<file path="config.mk">
export PLATFORM = sky130hd
export DESIGN_NAME = key_gesture_detector_core_flat
export DESIGN_NICKNAME = d
export VERILOG_FILES = /design/src/rtl/core/kgd_pkg.sv /design/src/rtl/core/kgd_if.sv /design/src/rtl/core/kgd_cfg.sv /design/src/rtl/core/kgd_datapath.sv /design/src/rtl/core/kgd_ctrl.sv /design/src/rtl/core/key_gesture_detector_core.sv /design/src/flat_wrapper.sv
export SDC_FILE = /design/constraint.sdc
export NUM_CORES = 1
export LEC_CHECK = 0
export ABC_AREA = 1
export BUFFER_PORTS_ARGS = -buffer_cell sky130_fd_sc_hd__buf_2
export CORE_MARGIN = 10
export CORE_UTILIZATION = 65
export DETAILED_ROUTE_END_ITERATION = 16
export PLACE_DENSITY = 0.91
export SLEW_MARGIN = 10
export SYNTH_ARGS = -nofsm -noshare
export SYNTH_HDL_FRONTEND = slang
export SYNTH_SLANG_ARGS = --single-unit
</file>
<file path="constraint.sdc">
create_clock -name clk -period 11.5 [get_ports clk]
set_clock_uncertainty 0.15 [all_clocks]
set_input_delay 2.875 -clock clk [delete_from_list [all_inputs] [get_ports clk]]
set_output_delay 2.875 -clock clk [all_outputs]
set_load 0.02 [all_outputs]
</file>
<file path="src/rtl/core/kgd_pkg.sv">
// Shared types, constants and codes of the key gesture detector.
// Used by the channel interfaces and every module under rtl/core.
package kgd_pkg;

	localparam int KEY_SLOTS_DEF = 8;
	localparam int TIME_BITS_DEF = 32;
	localparam int MAX_RESULTS   = 8;

	localparam int KEY_W      = 10;
	localparam int NOW_W      = 32;
	localparam int THR_W      = 16;
	localparam int GEN_W      = 5;
	localparam int CFG_IDX_W  = 3;
	localparam int CFG_DATA_W = 16;
	localparam int CNT_W      = $clog2(MAX_RESULTS + 1);

	localparam int GE_CLICK  = 0;
	localparam int GE_DOUBLE = 1;
	localparam int GE_LONG   = 2;
	localparam int GE_SHORT  = 3;
	localparam int GE_TEST   = 4;

	localparam logic [KEY_W-1:0] FILTER_KEY_RST = '0;
	localparam logic [GEN_W-1:0] GESTURE_EN_RST = 5'd7;
	localparam logic [THR_W-1:0] HOLD_MS_RST    = 16'd250;
	localparam logic [THR_W-1:0] CLICK_WAIT_RST = 16'd200;
	localparam logic [THR_W-1:0] DBL_GAP_RST    = 16'd250;

	typedef enum logic [1:0] {
		OP_PRESS   = 2'd0,
		OP_RELEASE = 2'd1,
		OP_REPEAT  = 2'd2,
		OP_TIMEOUT = 2'd3
	} opcode_t;

	typedef enum logic [2:0] {
		G_CLICK    = 3'd0,
		G_DOUBLE   = 3'd1,
		G_LONG     = 3'd2,
		G_SHORT    = 3'd3,
		G_DOWN     = 3'd4,
		G_UP       = 3'd5,
		G_OVERFLOW = 3'd6
	} gesture_t;

	typedef enum logic [CFG_IDX_W-1:0] {
		CFG_FILTER_EN  = 3'd0,
		CFG_FILTER_KEY = 3'd1,
		CFG_GESTURE_EN = 3'd2,
		CFG_HOLD_MS    = 3'd3,
		CFG_CLICK_WAIT = 3'd4,
		CFG_DBL_GAP    = 3'd5
	} cfg_index_t;

	typedef enum logic [1:0] {
		SEL_HEAD   = 2'd0,
		SEL_SHORT  = 2'd1,
		SEL_SLOT   = 2'd2,
		SEL_DECIDE = 2'd3
	} emit_sel_t;

	typedef struct packed {
		logic             filter_enable;
		logic [KEY_W-1:0] filter_key;
		logic [GEN_W-1:0] gesture_enable;
		logic [THR_W-1:0] hold_ms;
		logic [THR_W-1:0] click_wait;
		logic [THR_W-1:0] dbl_gap;
	} cfg_t;

	typedef struct packed {
		logic      load;
		logic      emit;
		emit_sel_t sel;
		logic      scan_step;
		logic      decide;
		logic      flush;
	} cmd_t;

	typedef struct packed {
		logic drop;
		logic is_press;
		logic is_timeout;
		logic head_emit;
		logic short_emit;
		logic slot_emit;
		logic dec_emit;
		logic can_emit;
		logic stage_valid;
		logic last_slot;
	} sts_t;

endpackage

</file>
<file path="src/rtl/core/kgd_if.sv">
// Channel interfaces: key events in, gestures out, register writes.
// Depends on kgd_pkg.
interface kgd_evt_if;
	import kgd_pkg::*;
	logic                    valid;
	logic                    ready;
	opcode_t                 opcode;
	logic [KEY_W-1:0]        key_id;
	logic [NOW_W-1:0]        now_ms;
	modport source (output valid, opcode, key_id, now_ms, input ready);
	modport sink (input valid, opcode, key_id, now_ms, output ready);
endinterface

interface kgd_res_if;
	import kgd_pkg::*;
	logic             valid;
	logic             ready;
	gesture_t         gesture;
	logic [KEY_W-1:0] gesture_key;
	logic             last;
	modport source (output valid, gesture, gesture_key, last, input ready);
	modport sink (input valid, gesture, gesture_key, last, output ready);
endinterface

interface kgd_cfg_if;
	import kgd_pkg::*;
	logic                  valid;
	logic                  ready;
	logic [CFG_IDX_W-1:0]  index;
	logic [CFG_DATA_W-1:0] data;
	modport source (output valid, index, data, input ready);
	modport sink (input valid, index, data, output ready);
endinterface

</file>
<file path="src/rtl/core/kgd_cfg.sv">
// Configuration register bank written over the register channel.
// Depends on kgd_pkg and kgd_cfg_if.
module kgd_cfg (
	input  logic          clk,
	input  logic          arst_n,
	kgd_cfg_if.sink       cfg,
	output kgd_pkg::cfg_t regs
);
	import kgd_pkg::*;

	cfg_t regs_q;

	assign cfg.ready = 1'b1;
	assign regs      = regs_q;

	always_ff @(posedge clk or negedge arst_n) begin
		if (!arst_n) begin
			regs_q.filter_enable  <= 1'b0;
			regs_q.filter_key     <= FILTER_KEY_RST;
			regs_q.gesture_enable <= GESTURE_EN_RST;
			regs_q.hold_ms        <= HOLD_MS_RST;
			regs_q.click_wait     <= CLICK_WAIT_RST;
			regs_q.dbl_gap        <= DBL_GAP_RST;
		end else if (cfg.valid) begin
			case (cfg.index)
				CFG_FILTER_EN:  regs_q.filter_enable  <= cfg.data[0];
				CFG_FILTER_KEY: regs_q.filter_key     <= cfg.data[KEY_W-1:0];
				CFG_GESTURE_EN: regs_q.gesture_enable <= cfg.data[GEN_W-1:0];
				CFG_HOLD_MS:    regs_q.hold_ms        <= cfg.data[THR_W-1:0];
				CFG_CLICK_WAIT: regs_q.click_wait     <= cfg.data[THR_W-1:0];
				CFG_DBL_GAP:    regs_q.dbl_gap        <= cfg.data[THR_W-1:0];
				default: ;
			endcase
		end
	end

endmodule

</file>
<file path="src/rtl/core/kgd_datapath.sv">
// Datapath: slot table memory, valid bits, elapsed-time compare,
// result staging and output register. Depends on kgd_pkg.
module kgd_datapath #(
	parameter int KEY_SLOTS = kgd_pkg::KEY_SLOTS_DEF,
	parameter int TIME_BITS = kgd_pkg::TIME_BITS_DEF
) (
	input  logic                        clk,
	input  logic                        arst_n,
	input  kgd_pkg::cfg_t               regs,
	input  kgd_pkg::cmd_t               cmd,
	output kgd_pkg::sts_t               sts,
	input  kgd_pkg::opcode_t            evt_opcode,
	input  logic [kgd_pkg::KEY_W-1:0]   evt_key_id,
	input  logic [kgd_pkg::NOW_W-1:0]   evt_now_ms,
	output logic                        res_valid,
	output kgd_pkg::gesture_t           res_gesture,
	output logic [kgd_pkg::KEY_W-1:0]   res_gesture_key,
	output logic                        res_last,
	input  logic                        res_ready
);
	import kgd_pkg::*;

	localparam int IDX_W = (KEY_SLOTS > 1) ? $clog2(KEY_SLOTS) : 1;

	typedef logic [TIME_BITS-1:0] stamp_t;
	typedef logic [IDX_W-1:0]     idx_t;

	logic [KEY_W-1:0] key_mem [KEY_SLOTS];
	logic             rel_mem [KEY_SLOTS];
	stamp_t           stamp_mem [KEY_SLOTS];

	logic [KEY_SLOTS-1:0] valid_q;

	opcode_t          op_q;
	logic [KEY_W-1:0] key_q;
	stamp_t           now_q;
	idx_t             idx_q;
	logic             scan_done_q;
	logic [CNT_W-1:0] n_q;

	logic [KEY_W-1:0] rd_key_q;
	logic             rd_rel_q;
	stamp_t           rd_stamp_q;

	logic   found_q;
	idx_t   found_idx_q;
	logic   found_rel_q;
	stamp_t found_stamp_q;
	logic   free_found_q;
	idx_t   free_idx_q;

	logic             stage_valid_q;
	gesture_t         stage_gest_q;
	logic [KEY_W-1:0] stage_key_q;
	logic             res_valid_q;
	gesture_t         res_gest_q;
	logic [KEY_W-1:0] res_key_q;
	logic             res_last_q;

	idx_t             rd_addr;
	logic             last_slot;
	logic             cur_valid;
	logic             cur_match;
	stamp_t           stamp_sel;
	stamp_t           elapsed;
	logic             held;
	logic             dbl;
	logic             click_due;
	logic             slot_exp;
	logic             slot_en;
	logic             slot_emit;
	logic             slot_free;
	logic             room;
	logic             can_emit;

	logic             dec_wr;
	idx_t             dec_idx;
	logic             dec_rel;
	logic             dec_set;
	logic             dec_clr;
	logic             dec_emit;
	gesture_t         dec_code;

	gesture_t         new_gest;
	logic [KEY_W-1:0] new_key;

	assign last_slot = (idx_q == IDX_W'(KEY_SLOTS - 1));
	assign rd_addr   = (cmd.scan_step && !last_slot) ? idx_q + IDX_W'(1) : idx_q;
	assign cur_valid = valid_q[idx_q];
	assign cur_match = cur_valid && (rd_key_q == key_q);

	assign stamp_sel = scan_done_q ? found_stamp_q : rd_stamp_q;
	assign elapsed   = now_q - stamp_sel;
	assign held      = elapsed >= TIME_BITS'(regs.hold_ms);
	assign click_due = elapsed >= TIME_BITS'(regs.click_wait);
	assign dbl       = elapsed <= TIME_BITS'(regs.dbl_gap);

	assign room      = n_q < CNT_W'(MAX_RESULTS);
	assign slot_exp  = rd_rel_q ? click_due : held;
	assign slot_en   = rd_rel_q ? regs.gesture_enable[GE_CLICK] : regs.gesture_enable[GE_LONG];
	assign slot_emit = (op_q == OP_TIMEOUT) && cur_valid && slot_exp && slot_en && room;
	assign slot_free = (op_q == OP_TIMEOUT) && cur_valid && slot_exp && (!slot_en || room);
	assign can_emit  = !res_valid_q || res_ready;

	always_comb begin
		dec_wr   = 1'b0;
		dec_idx  = found_idx_q;
		dec_rel  = 1'b0;
		dec_set  = 1'b0;
		dec_clr  = 1'b0;
		dec_emit = 1'b0;
		dec_code = G_OVERFLOW;
		if (op_q == OP_PRESS) begin
			if (!found_q) begin
				if (free_found_q) begin
					dec_wr  = 1'b1;
					dec_idx = free_idx_q;
					dec_set = 1'b1;
				end else begin
					dec_emit = 1'b1;
				end
			end else if (found_rel_q) begin
				if (dbl) begin
					dec_clr  = 1'b1;
					dec_emit = regs.gesture_enable[GE_DOUBLE];
					dec_code = G_DOUBLE;
				end else begin
					dec_wr   = 1'b1;
					dec_emit = regs.gesture_enable[GE_CLICK];
					dec_code = G_CLICK;
				end
			end
		end else if (op_q == OP_RELEASE && found_q && !found_rel_q) begin
			if (!held) begin
				dec_wr  = 1'b1;
				dec_rel = 1'b1;
			end else begin
				dec_clr = 1'b1;
			end
		end
	end

	always_comb begin
		new_gest = dec_code;
		new_key  = key_q;
		case (cmd.sel)
			SEL_HEAD:   new_gest = (op_q == OP_PRESS) ? G_DOWN : G_UP;
			SEL_SHORT:  new_gest = G_SHORT;
			SEL_SLOT: begin
				new_gest = rd_rel_q ? G_CLICK : G_LONG;
				new_key  = rd_key_q;
			end
			SEL_DECIDE: new_gest = dec_code;
			default:    new_gest = dec_code;
		endcase
	end

	always_ff @(posedge clk) begin
		if (cmd.decide && dec_wr) begin
			key_mem[dec_idx]   <= key_q;
			rel_mem[dec_idx]   <= dec_rel;
			stamp_mem[dec_idx] <= now_q;
		end
		rd_key_q   <= key_mem[rd_addr];
		rd_rel_q   <= rel_mem[rd_addr];
		rd_stamp_q <= stamp_mem[rd_addr];
	end

	always_ff @(posedge clk or negedge arst_n) begin
		if (!arst_n) begin
			valid_q <= '0;
		end else begin
			if (cmd.scan_step && slot_free) begin
				valid_q[idx_q] <= 1'b0;
			end
			if (cmd.decide && dec_set) begin
				valid_q[free_idx_q] <= 1'b1;
			end
			if (cmd.decide && dec_clr) begin
				valid_q[found_idx_q] <= 1'b0;
			end
		end
	end

	always_ff @(posedge clk) begin
		if (cmd.load) begin
			op_q  <= evt_opcode;
			key_q <= evt_key_id;
			now_q <= TIME_BITS'(evt_now_ms);
		end
		if (cmd.scan_step && !found_q && cur_match) begin
			found_idx_q   <= idx_q;
			found_rel_q   <= rd_rel_q;
			found_stamp_q <= rd_stamp_q;
		end
		if (cmd.scan_step && !free_found_q && !cur_valid) begin
			free_idx_q <= idx_q;
		end
		if (cmd.emit) begin
			stage_gest_q <= new_gest;
			stage_key_q  <= new_key;
		end
		if ((cmd.emit && stage_valid_q) || cmd.flush) begin
			res_gest_q <= stage_gest_q;
			res_key_q  <= stage_key_q;
			res_last_q <= cmd.flush;
		end
	end

	always_ff @(posedge clk or negedge arst_n) begin
		if (!arst_n) begin
			idx_q         <= '0;
			scan_done_q   <= 1'b0;
			found_q       <= 1'b0;
			free_found_q  <= 1'b0;
			n_q           <= '0;
			stage_valid_q <= 1'b0;
			res_valid_q   <= 1'b0;
		end else begin
			if (cmd.load) begin
				idx_q        <= '0;
				scan_done_q  <= 1'b0;
				found_q      <= 1'b0;
				free_found_q <= 1'b0;
				n_q          <= '0;
			end else if (cmd.scan_step) begin
				if (last_slot) begin
					scan_done_q <= 1'b1;
				end else begin
					idx_q <= idx_q + IDX_W'(1);
				end
				if (cur_match) begin
					found_q <= 1'b1;
				end
				if (!cur_valid) begin
					free_found_q <= 1'b1;
				end
			end
			if (cmd.emit) begin
				n_q <= n_q + CNT_W'(1);
			end

			if ((cmd.emit && stage_valid_q) || cmd.flush) begin
				res_valid_q <= 1'b1;
			end else if (res_ready) begin
				res_valid_q <= 1'b0;
			end

			if (cmd.emit) begin
				stage_valid_q <= 1'b1;
			end else if (cmd.flush) begin
				stage_valid_q <= 1'b0;
			end
		end
	end

	assign res_valid       = res_valid_q;
	assign res_gesture     = res_gest_q;
	assign res_gesture_key = res_key_q;
	assign res_last        = res_last_q;

	assign sts.drop        = (op_q == OP_REPEAT) ||
	                         ((op_q != OP_TIMEOUT) && regs.filter_enable &&
	                          (key_q != regs.filter_key));
	assign sts.is_press    = (op_q == OP_PRESS);
	assign sts.is_timeout  = (op_q == OP_TIMEOUT);
	assign sts.head_emit   = regs.gesture_enable[GE_TEST];
	assign sts.short_emit  = regs.gesture_enable[GE_SHORT];
	assign sts.slot_emit   = slot_emit;
	assign sts.dec_emit    = dec_emit;
	assign sts.can_emit    = can_emit;
	assign sts.stage_valid = stage_valid_q;
	assign sts.last_slot   = last_slot;

endmodule

</file>
<file path="src/rtl/core/kgd_ctrl.sv">
// Controller: sequences one item through head results, slot scan,
// decision and final flush. Depends on kgd_pkg.
module kgd_ctrl (
	input  logic          clk,
	input  logic          arst_n,
	input  logic          evt_valid,
	output logic          evt_ready,
	input  kgd_pkg::sts_t sts,
	output kgd_pkg::cmd_t cmd
);
	import kgd_pkg::*;

	typedef enum logic [2:0] {
		ST_IDLE,
		ST_HEAD,
		ST_SHORT,
		ST_SCAN,
		ST_DECIDE,
		ST_FLUSH
	} state_t;

	state_t state_q;
	logic   ready_q;

	assign evt_ready = ready_q;

	always_comb begin
		cmd = '0;
		case (state_q)
			ST_IDLE: cmd.load = evt_valid && ready_q;
			ST_HEAD: begin
				if (!sts.drop && !sts.is_timeout && sts.head_emit && sts.can_emit) begin
					cmd.emit = 1'b1;
					cmd.sel  = SEL_HEAD;
				end
			end
			ST_SHORT: begin
				if (sts.short_emit && sts.can_emit) begin
					cmd.emit = 1'b1;
					cmd.sel  = SEL_SHORT;
				end
			end
			ST_SCAN: begin
				if (!sts.slot_emit || sts.can_emit) begin
					cmd.scan_step = 1'b1;
					cmd.emit      = sts.slot_emit;
					cmd.sel       = SEL_SLOT;
				end
			end
			ST_DECIDE: begin
				if (!sts.dec_emit || sts.can_emit) begin
					cmd.decide = 1'b1;
					cmd.emit   = sts.dec_emit;
					cmd.sel    = SEL_DECIDE;
				end
			end
			ST_FLUSH: cmd.flush = sts.stage_valid && sts.can_emit;
			default: cmd = '0;
		endcase
	end

	always_ff @(posedge clk or negedge arst_n) begin
		if (!arst_n) begin
			state_q <= ST_IDLE;
			ready_q <= 1'b1;
		end else begin
			case (state_q)
				ST_IDLE: begin
					if (cmd.load) begin
						state_q <= ST_HEAD;
						ready_q <= 1'b0;
					end
				end
				ST_HEAD: begin
					if (sts.drop) begin
						state_q <= ST_IDLE;
						ready_q <= 1'b1;
					end else if (sts.is_timeout) begin
						state_q <= ST_SCAN;
					end else if (!sts.head_emit || sts.can_emit) begin
						state_q <= sts.is_press ? ST_SHORT : ST_SCAN;
					end
				end
				ST_SHORT: begin
					if (!sts.short_emit || sts.can_emit) begin
						state_q <= ST_SCAN;
					end
				end
				ST_SCAN: begin
					if (cmd.scan_step && sts.last_slot) begin
						state_q <= sts.is_timeout ? ST_FLUSH : ST_DECIDE;
					end
				end
				ST_DECIDE: begin
					if (cmd.decide) begin
						state_q <= ST_FLUSH;
					end
				end
				ST_FLUSH: begin
					if (!sts.stage_valid || sts.can_emit) begin
						state_q <= ST_IDLE;
						ready_q <= 1'b1;
					end
				end
				default: begin
					state_q <= ST_IDLE;
					ready_q <= 1'b1;
				end
			endcase
		end
	end

endmodule

</file>
<file path="src/rtl/core/key_gesture_detector_core.sv">
// Key gesture detector top level: one item at a time, one slot per scan cycle
// while no slot result waits for the output register. A press passes head,
// short, slot scan, decision and flush; a release skips short; a timeout
// check has only the slot scan and flush; a repeat or filtered key is dropped.
// Reset: registers return to defaults, table empty, no result pending.
module key_gesture_detector_core #(
	parameter int KEY_SLOTS = kgd_pkg::KEY_SLOTS_DEF,
	parameter int TIME_BITS = kgd_pkg::TIME_BITS_DEF
) (
	input logic       clk,
	input logic       arst_n,
	kgd_evt_if.sink   evt,
	kgd_res_if.source res,
	kgd_cfg_if.sink   cfg
);
	import kgd_pkg::*;

	cfg_t regs;
	cmd_t cmd;
	sts_t sts;

	kgd_cfg u_cfg (
		.clk    (clk),
		.arst_n (arst_n),
		.cfg    (cfg),
		.regs   (regs)
	);

	kgd_ctrl u_ctrl (
		.clk       (clk),
		.arst_n    (arst_n),
		.evt_valid (evt.valid),
		.evt_ready (evt.ready),
		.sts       (sts),
		.cmd       (cmd)
	);

	kgd_datapath #(
		.KEY_SLOTS (KEY_SLOTS),
		.TIME_BITS (TIME_BITS)
	) u_datapath (
		.clk             (clk),
		.arst_n          (arst_n),
		.regs            (regs),
		.cmd             (cmd),
		.sts             (sts),
		.evt_opcode      (evt.opcode),
		.evt_key_id      (evt.key_id),
		.evt_now_ms      (evt.now_ms),
		.res_valid       (res.valid),
		.res_gesture     (res.gesture),
		.res_gesture_key (res.gesture_key),
		.res_last        (res.last),
		.res_ready       (res.ready)
	);

	a_emit_has_room: assert property (@(posedge clk) disable iff (!arst_n)
		cmd.emit |-> sts.can_emit)
		else $error("result pushed while output register blocked");

	a_idle_stage_empty: assert property (@(posedge clk) disable iff (!arst_n)
		(evt.valid && evt.ready) |-> !sts.stage_valid)
		else $error("new item accepted with a staged result left over");

	a_flush_marks_last: assert property (@(posedge clk) disable iff (!arst_n)
		cmd.flush |=> (res.valid && res.last))
		else $error("final transfer of an item not marked last");

endmodule
</file>
<file path="src/flat_wrapper.sv">
// flat-port wrapper written by rule: the top's interface ports become plain ports
module key_gesture_detector_core_flat import kgd_pkg::*;
#(
	parameter int KEY_SLOTS = kgd_pkg::KEY_SLOTS_DEF,
	parameter int TIME_BITS = kgd_pkg::TIME_BITS_DEF
)
  (clk, arst_n, evt_valid, evt_opcode, evt_key_id, evt_now_ms, evt_ready, res_valid, res_gesture, res_gesture_key, res_last, res_ready, cfg_valid, cfg_index, cfg_data, cfg_ready);
  kgd_evt_if evt_i ();
  kgd_res_if res_i ();
  kgd_cfg_if cfg_i ();
  input logic clk;
  input logic arst_n;
  input wire logic [$bits(evt_i.valid)-1:0] evt_valid;
  input wire logic [$bits(evt_i.opcode)-1:0] evt_opcode;
  input wire logic [$bits(evt_i.key_id)-1:0] evt_key_id;
  input wire logic [$bits(evt_i.now_ms)-1:0] evt_now_ms;
  output wire logic [$bits(evt_i.ready)-1:0] evt_ready;
  output wire logic [$bits(res_i.valid)-1:0] res_valid;
  output wire logic [$bits(res_i.gesture)-1:0] res_gesture;
  output wire logic [$bits(res_i.gesture_key)-1:0] res_gesture_key;
  output wire logic [$bits(res_i.last)-1:0] res_last;
  input wire logic [$bits(res_i.ready)-1:0] res_ready;
  input wire logic [$bits(cfg_i.valid)-1:0] cfg_valid;
  input wire logic [$bits(cfg_i.index)-1:0] cfg_index;
  input wire logic [$bits(cfg_i.data)-1:0] cfg_data;
  output wire logic [$bits(cfg_i.ready)-1:0] cfg_ready;
  assign evt_i.valid = evt_valid;
  assign evt_i.opcode = evt_opcode;
  assign evt_i.key_id = evt_key_id;
  assign evt_i.now_ms = evt_now_ms;
  assign evt_ready = evt_i.ready;
  assign res_valid = res_i.valid;
  assign res_gesture = res_i.gesture;
  assign res_gesture_key = res_i.gesture_key;
  assign res_last = res_i.last;
  assign res_i.ready = res_ready;
  assign cfg_i.valid = cfg_valid;
  assign cfg_i.index = cfg_index;
  assign cfg_i.data = cfg_data;
  assign cfg_ready = cfg_i.ready;
  key_gesture_detector_core #(.KEY_SLOTS(KEY_SLOTS), .TIME_BITS(TIME_BITS)) u_core (.clk(clk), .arst_n(arst_n), .evt(evt_i), .res(res_i), .cfg(cfg_i));
endmodule
</file>
==> flow_summary.ini, run 1 <==
[run_status]
status = completed

[synthesis]
ys_types = 49
synth_seq_area_share_pct = 59.5
synth_seq_cells = 585
async_flop_share_pct = 15.0
netlist_area_um2 = 28100
ys_warn_count = 0
synth_most_common_cell = nand2_1
synth.area.top_cells = edfxtp_1 (49%), nand2_1 (10%), inv_1 (7.5%)
ys.flop_type = edfxtp_1
synth_top_cell_by_area = edfxtp_1
yosys-top-cells-count = nand2_1 (774), inv_1 (562), edfxtp_1 (454)
synth_nets = 3125
yosys.area.top_type_share_pct = 48.5
synth_edf_count = 454
syn-instance-count = 2973
avgSynthCellArea_um2 = 9.45

[power]
internal_power_mw = 4.87
p_per_area_nw_per_um2 = 276
p_sw_share_pct = 42.6
p_seq_share_pct = 35.9
p_leak_nw = 14.0
combPwrFrac_pct = 42.1
ir_drop_v = 0.000222
clkPwrFrac_pct = 22.0
switching_power_mw = 3.62

[sta]
rsz0062_at_grt = false
worstMarginPinSlew_ns = 1.15
period_needed_ns = 7.24
relSlewSlack_pct = 23.1
finalSetupViolCount = 0
hold_viol = 0
setup_tns_ns = 0
finalMaxSlewViolations = 0
finalCritPeriodShare_pct = 63.0
max_freq_mhz = 138

[drt]
drt-met1-wl_um = 27700
drtIter0Drc = 3305
firstDrtPassIters = 6
dr.max_layer_used = met5
wl_met2_um = 35000
vias_per_cell = 5.92
vias = 21700
routed_wl_um = 75200
route.detailed.drc = 0
wl_per_cell_um = 20.5
wl_met3_um = 9840
antenna_left = 0

[cts]
post-cts-setup-buffer-count = 0
cts_tree = yes
clk_path_buf_depth = 3
clock_sinks = 585
clk_pin_slew_ns = 0.06
numCtsBuffers = 58
cts_hold_buf = 0
htreeDepth = 2
cts_root_buf = clkbuf_16
insertion_delay_ns = 0.64
postCtsResizedCells = 0

[global_route]
antenna_found_initial = 1
grt_pass1_vias = 21400
grt_max_degree = 89
gr-total-overflow = 0
grt_usage_pct = 28.3
grt_pass1_wl_um = 117000

[floorplanning]
core_um2 = 42900
core.rowCount = 76
die_width_um = 228
die_area_um2 = 51900
io_pins = 85
start_util_pct = 65.5
fp.dieH_um = 228

[final_layout]
final_util_pct = 71.8
area_delta_synth_final_pct = 9.52
antenna_cells = 0
layout.nets = 3184
drive_gt1_share_pct = 8.24

[critical_path]
arrival_ns = 7.57
worstSetupPathType = reg2reg
path_common_cell = nand2_1
critPathMaxStageDelay_ns = 0.95
cp_slowest_cell = dfrtp_2
endpoint_kind = register
path_max_fanout = 60
required_ns = 11.82
start_kind = register

[job]
maxCapViolations = 0

[worst_hold_path]
hold_path_class = reg2reg

[placed_design]
gp_congestion = 0.945
dp_hpwl_um = 46400
io_buffer_count = 83
through the flow:
step	cells	area [um2]	total power, mW	hold slack, ns	setup WS, ns
3_5_place_dp	3557	28900	6.49	0.255	4.40
2_1_floorplan	2973	28100	5.47	0.250	5.24
4_1_cts	3666	30800	8.39	0.270	4.39
5_1_grt	3666	30800	9.04	0.282	3.81
3_3_place_gp	3557	28900	6.31	0.255	4.65
6_report	3666	30800	8.49	0.269	4.26
state kept, by name, indices dropped and copies added, names as in the netlist, 2 cells and up:
signal	count
u_core.u_datapath.valid_q	8
u_core.u_datapath.idx_q	3
u_core.u_datapath.rd_stamp_q	32
u_core.u_datapath.n_q	4
u_core.u_datapath.found_stamp_q	32
u_core.u_datapath.stage_gest_q	3
u_core.u_cfg.regs	64
u_core.u_datapath.res_gesture_key	10
u_core.u_datapath.key_q	10
u_core.u_datapath.key_mem	80
u_core.u_datapath.stamp_mem	256
u_core.u_datapath.stage_key_q	10
u_core.u_datapath.found_idx_q	3
u_core.u_datapath.res_gesture	3
u_core.u_datapath.op_q	2
u_core.u_datapath.rel_mem	8
u_core.u_datapath.rd_key_q	10
u_core.u_ctrl.state_q	3
u_core.u_datapath.free_idx_q	3
u_core.u_datapath.now_q	32
worst max-delay path: cells and delay by family, from the launching register on:
kind,cells,cell delay (ns)
xor+xnor,1,0.34
compound gates,4,0.41
buf+inv,4,1.06
simple gates,17,3.48
fa+ha+maj,2,0.67
flops,1,0.95
routing by layer:
metal	track usage, %	vias to the layer above
met1	37.2	10100
met3	6.18	266
met4	11.2	2
met5	0	-
met2	45.3	1611
li1	-	9746
power by group through the flow:
stage / combinational (mW) / clock, mW / sequential, mW
after floorplan: 2.60 / 0 / 2.87
after global placement: 3.27 / 0 / 3.04
after detailed placement: 3.44 / 0 / 3.05
after CTS: 3.51 / 1.86 / 3.02
after global routing: 4.02 / 1.96 / 3.06
final: 3.57 / 1.87 / 3.05
final timing paths:
path,start,end,slack (ns),cells past startpoint
max,u_core.u_datapath.scan_done_q$_DFFE_PN0P_,u_core.u_datapath.rd_stamp_q[2]$_DFF_P_,4.26,28
min,u_core.u_datapath.stage_key_q[5]$_DFFE_PP_,u_core.u_datapath.res_gesture_key[5]$_DFFE_PP_,0.27,0
max reg2reg,u_core.u_datapath.scan_done_q$_DFFE_PN0P_,u_core.u_datapath.rd_stamp_q[2]$_DFF_P_,4.26,28
min reg2reg,u_core.u_datapath.stage_key_q[5]$_DFFE_PP_,u_core.u_datapath.res_gesture_key[5]$_DFFE_PP_,0.27,0
max in group asynchronous,arst_n,u_core.u_datapath.scan_done_q$_DFFE_PN0P_,8.14,1
min in group asynchronous,arst_n,u_core.u_cfg.regs[60]$_DFFE_PN0P_,2.31,1
final cells by class:
class	count	area [um2]
tap	585	732
clock buffer	69	1490
inverter	574	2150
clock inverter	40	372
fill	2820	12100
timing repair buffer	103	568
multi-input combinational	1710	8730
sequential	585	16700
cell families (layout without fill, tap and decap cells):
family	after synthesis	after routing	synth area share (%)
fa+ha+maj	84	84	3.77
xor+xnor	26	26	0.810
simple gates	1395	1395	21.7
flops	585	585	59.5
mux	30	30	1.07
buf+inv	678	786	9.77
compound gates	174	174	3.37
other cells	1	1	0.0133
cell usage in the layout (no fill, tap or decap), types with 3 or more instances in the layout:
cell type | Yosys | final
nor2_4 | 1 | 11
nand4_1 | 18 | 18
clkinv_4 | 0 | 5
bufinv_16 | 0 | 4
inv_2 | 10 | 10
edfxtp_1 | 454 | 454
nor2_1 | 107 | 97
nor3_1 | 22 | 22
mux2i_1 | 30 | 30
clkbuf_16 | 0 | 58
dfrtp_1 | 69 | 68
or2_2 | 6 | 6
clkbuf_1 | 29 | 11
nand3b_1 | 47 | 47
a31oi_1 | 3 | 3
xor2_1 | 22 | 22
a21oi_1 | 49 | 49
inv_6 | 0 | 4
buf_4 | 27 | 21
inv_1 | 562 | 562
xnor2_1 | 4 | 4
nand3_1 | 400 | 400
dfxtp_1 | 43 | 43
a211oi_1 | 3 | 3
o2111ai_1 | 5 | 5
buf_2 | 42 | 82
nand2_2 | 6 | 5
o21ai_0 | 101 | 100
nor4_1 | 4 | 4
clkinv_2 | 0 | 14
nand2_1 | 774 | 774
and2_1 | 4 | 4
ha_1 | 83 | 83
clkinv_1 | 2 | 10
dfstp_2 | 19 | 19
Power figures use the tool's default switching activity.
==> run 2, diff against run 1 <==
Settings changed: CORE_UTILIZATION 65 to 57, PLACE_DENSITY 0.91 to 0.85.
Clock period 11.5 ns to 5.9 ns, I/O delays scaled along.
==> flow_summary.ini, run 2 (synthesis results as in run 1) <==
[final_layout]
regMostFlops = u_core.u_datapath.stamp_mem
final_util_pct = 64.3
fin_cells = 3774
final_common_cell = nand2_1
largest_register_ffs = 256
drive_gt1_share_pct = 9.04
layout_common_cells = nand2_1 (773), inv_1 (562), edfxtp_1 (454), nand3_1 (400), o21ai_0 (100)
layout.nets = 3211
finalInstanceArea_um2 = 31400
area_delta_synth_final_pct = 11.8
antenna_cells = 0
fillerInstances = 3676

[placed_design]
gp_congestion = 0.960
io_buffer_count = 83
dp_cells = 3657
dpl_cell_area_um2 = 29400
dp_hpwl_um = 44400
pre_cts_slack_ns = 0.398

[floorplanning]
core_um2 = 48800
fp.dieH_um = 242
start_util_pct = 57.5
io_pins = 85
core.rowCount = 81
die_area_um2 = 58600
die_width_um = 242

[drt]
route.detailed.drc = 0
vias = 21300
antenna_left = 0
firstDrtPassIters = 5
routed_wl_um = 72800
wl_per_cell_um = 19.3
drtIter0Drc = 2671
vias_per_cell = 5.63

[critical_path]
endpoint_kind = register
required_ns = 6.33
arrival_ns = 5.96
path_max_fanout = 22
worstSetupPathType = reg2reg
start_kind = register

[sta]
rsz0062_at_grt = true
max_freq_mhz = 181
layout_setup_ws_ns = 0.373
hold_viol = 0
relSlewSlack_pct = 21.1
timing.hold.ws_ns = 0.271
finalCritPeriodShare_pct = 93.7
finalSetupViolCount = 0
period_needed_ns = 5.53
setup_tns_ns = 0
worstMarginPinSlew_ns = 1.18
finalMaxSlewViolations = 0

[global_route]
gr-total-overflow = 0
grt_pass1_vias = 20800
grt_max_degree = 92
grt_pass1_wl_um = 114000
antenna_found_initial = 1
grt_usage_pct = 24.2

[power]
switching_power_mw = 6.97
internal_power_mw = 9.77
p_leak_nw = 14.3
clkPwrFrac_pct = 22.6
p_per_area_nw_per_um2 = 533
p_seq_share_pct = 34.7
ir_drop_v = 0.000388
p_sw_share_pct = 41.6
combPwrFrac_pct = 42.7
total_power_mw = 16.7

[cts]
htreeDepth = 2
cts_root_buf = clkbuf_16
clk_pin_slew_ns = 0.06
cts_hold_buf = 0
cts_tree = yes
clock_sinks = 585
insertion_delay_ns = 0.65
clk_path_buf_depth = 3
numCtsBuffers = 60

[run_status]
status = completed

[job]
maxCapViolations = 0

[worst_hold_path]
hold_path_class = reg2reg
## run 2: cell count changes in the layout (fill, tap and decap cells not counted), sizes merged
| cell | previous run | this run |
|---|---|---|
| clkinv | 31 | 16 |
| clkbuf | 69 | 91 |
| clkinvlp | 2 | 3 |
| inv | 577 | 574 |
| nand2 | 780 | 781 |
| buf | 103 | 127 |
| bufinv | 4 | 3 |
## run 2: repair_timing
item	CTS	global route
buffers inserted	0	3
resized for setup	0	4
setup endpoints to repair	0	318
## run 2: path summary, 6_finish.rpt
kind | startpoint | end | slack, ns | cells after the start
max | u_core.u_datapath.scan_done_q$_DFFE_PN0P_ | u_core.u_datapath.rd_stamp_q[4]$_DFF_P_ | 0.37 | 27
min | u_core.u_datapath.stage_key_q[2]$_DFFE_PP_ | u_core.u_datapath.res_gesture_key[2]$_DFFE_PP_ | 0.27 | 0
max reg2reg | u_core.u_datapath.scan_done_q$_DFFE_PN0P_ | u_core.u_datapath.rd_stamp_q[4]$_DFF_P_ | 0.37 | 27
min reg2reg | u_core.u_datapath.stage_key_q[2]$_DFFE_PP_ | u_core.u_datapath.res_gesture_key[2]$_DFFE_PP_ | 0.27 | 0
max in group asynchronous | arst_n | u_core.u_cfg.regs[46]$_DFFE_PN0P_ | 3.84 | 2
min in group asynchronous | arst_n | u_core.u_ctrl.state_q[0]$_DFFE_PN0P_ | 0.59 | 1
## run 2: metal layers
layer | global-route usage [%] | part of all wire, % | wire length [um] | vias to the layer above
met1 | 31.6 | 39 | 28600 | 10000
met4 | 9.58 | 3.4 | 2470 | 2
met5 | 0 | 0.018 | 13 | -
li1 | - | - | - | 9827
met2 | 39.4 | 47 | 34300 | 1219
met3 | 4.28 | 10 | 7380 | 201
## run 2: power groups by stage
stage	clock (mW)	combinational, mW	sequential, mW
floorplan	0	5.06	5.60
global placement	0	6.66	5.83
detailed placement	0	6.89	5.84
CTS	3.80	6.99	5.78
global route	3.96	8.04	5.85
finish	3.79	7.15	5.81
## run 2: final cells by class
cell class	instances	area (um2)	area share [%]
Clock buffer	91	1750	5.57
Clock inverter	22	226	0.721
Tap cell	664	831	2.65
Sequential cell	585	16700	53.2
Timing Repair Buffer	127	956	3.04
Multi-Input combinational cell	1711	8770	27.9
Inverter	574	2150	6.86
## run 2: critical path, stage by stage, from the launching register on
cell     delay (ns)
dfrtp_2        0.41
buf_4          0.23
o21ai_0        0.29
inv_1          0.10
fa_1           0.44
inv_1          0.13
nand2_1        0.06
nand3_1        0.13
xor2_1         0.45
ha_1           0.33
nand2_1        0.09
nor2_1         0.05
nor2_1         0.08
nand3_1        0.14
nand2_1        0.10
a21oi_1        0.06
nor2_1         0.20
nand4_2        0.23
nand4_4        0.20
nand3_4        0.15
nand2_4        0.39
nand2_8        0.21
buf_4          0.28
nand2_1        0.10
nand3_1        0.09
nand2_1        0.12
nand2_1        0.08
nand2_1        0.15
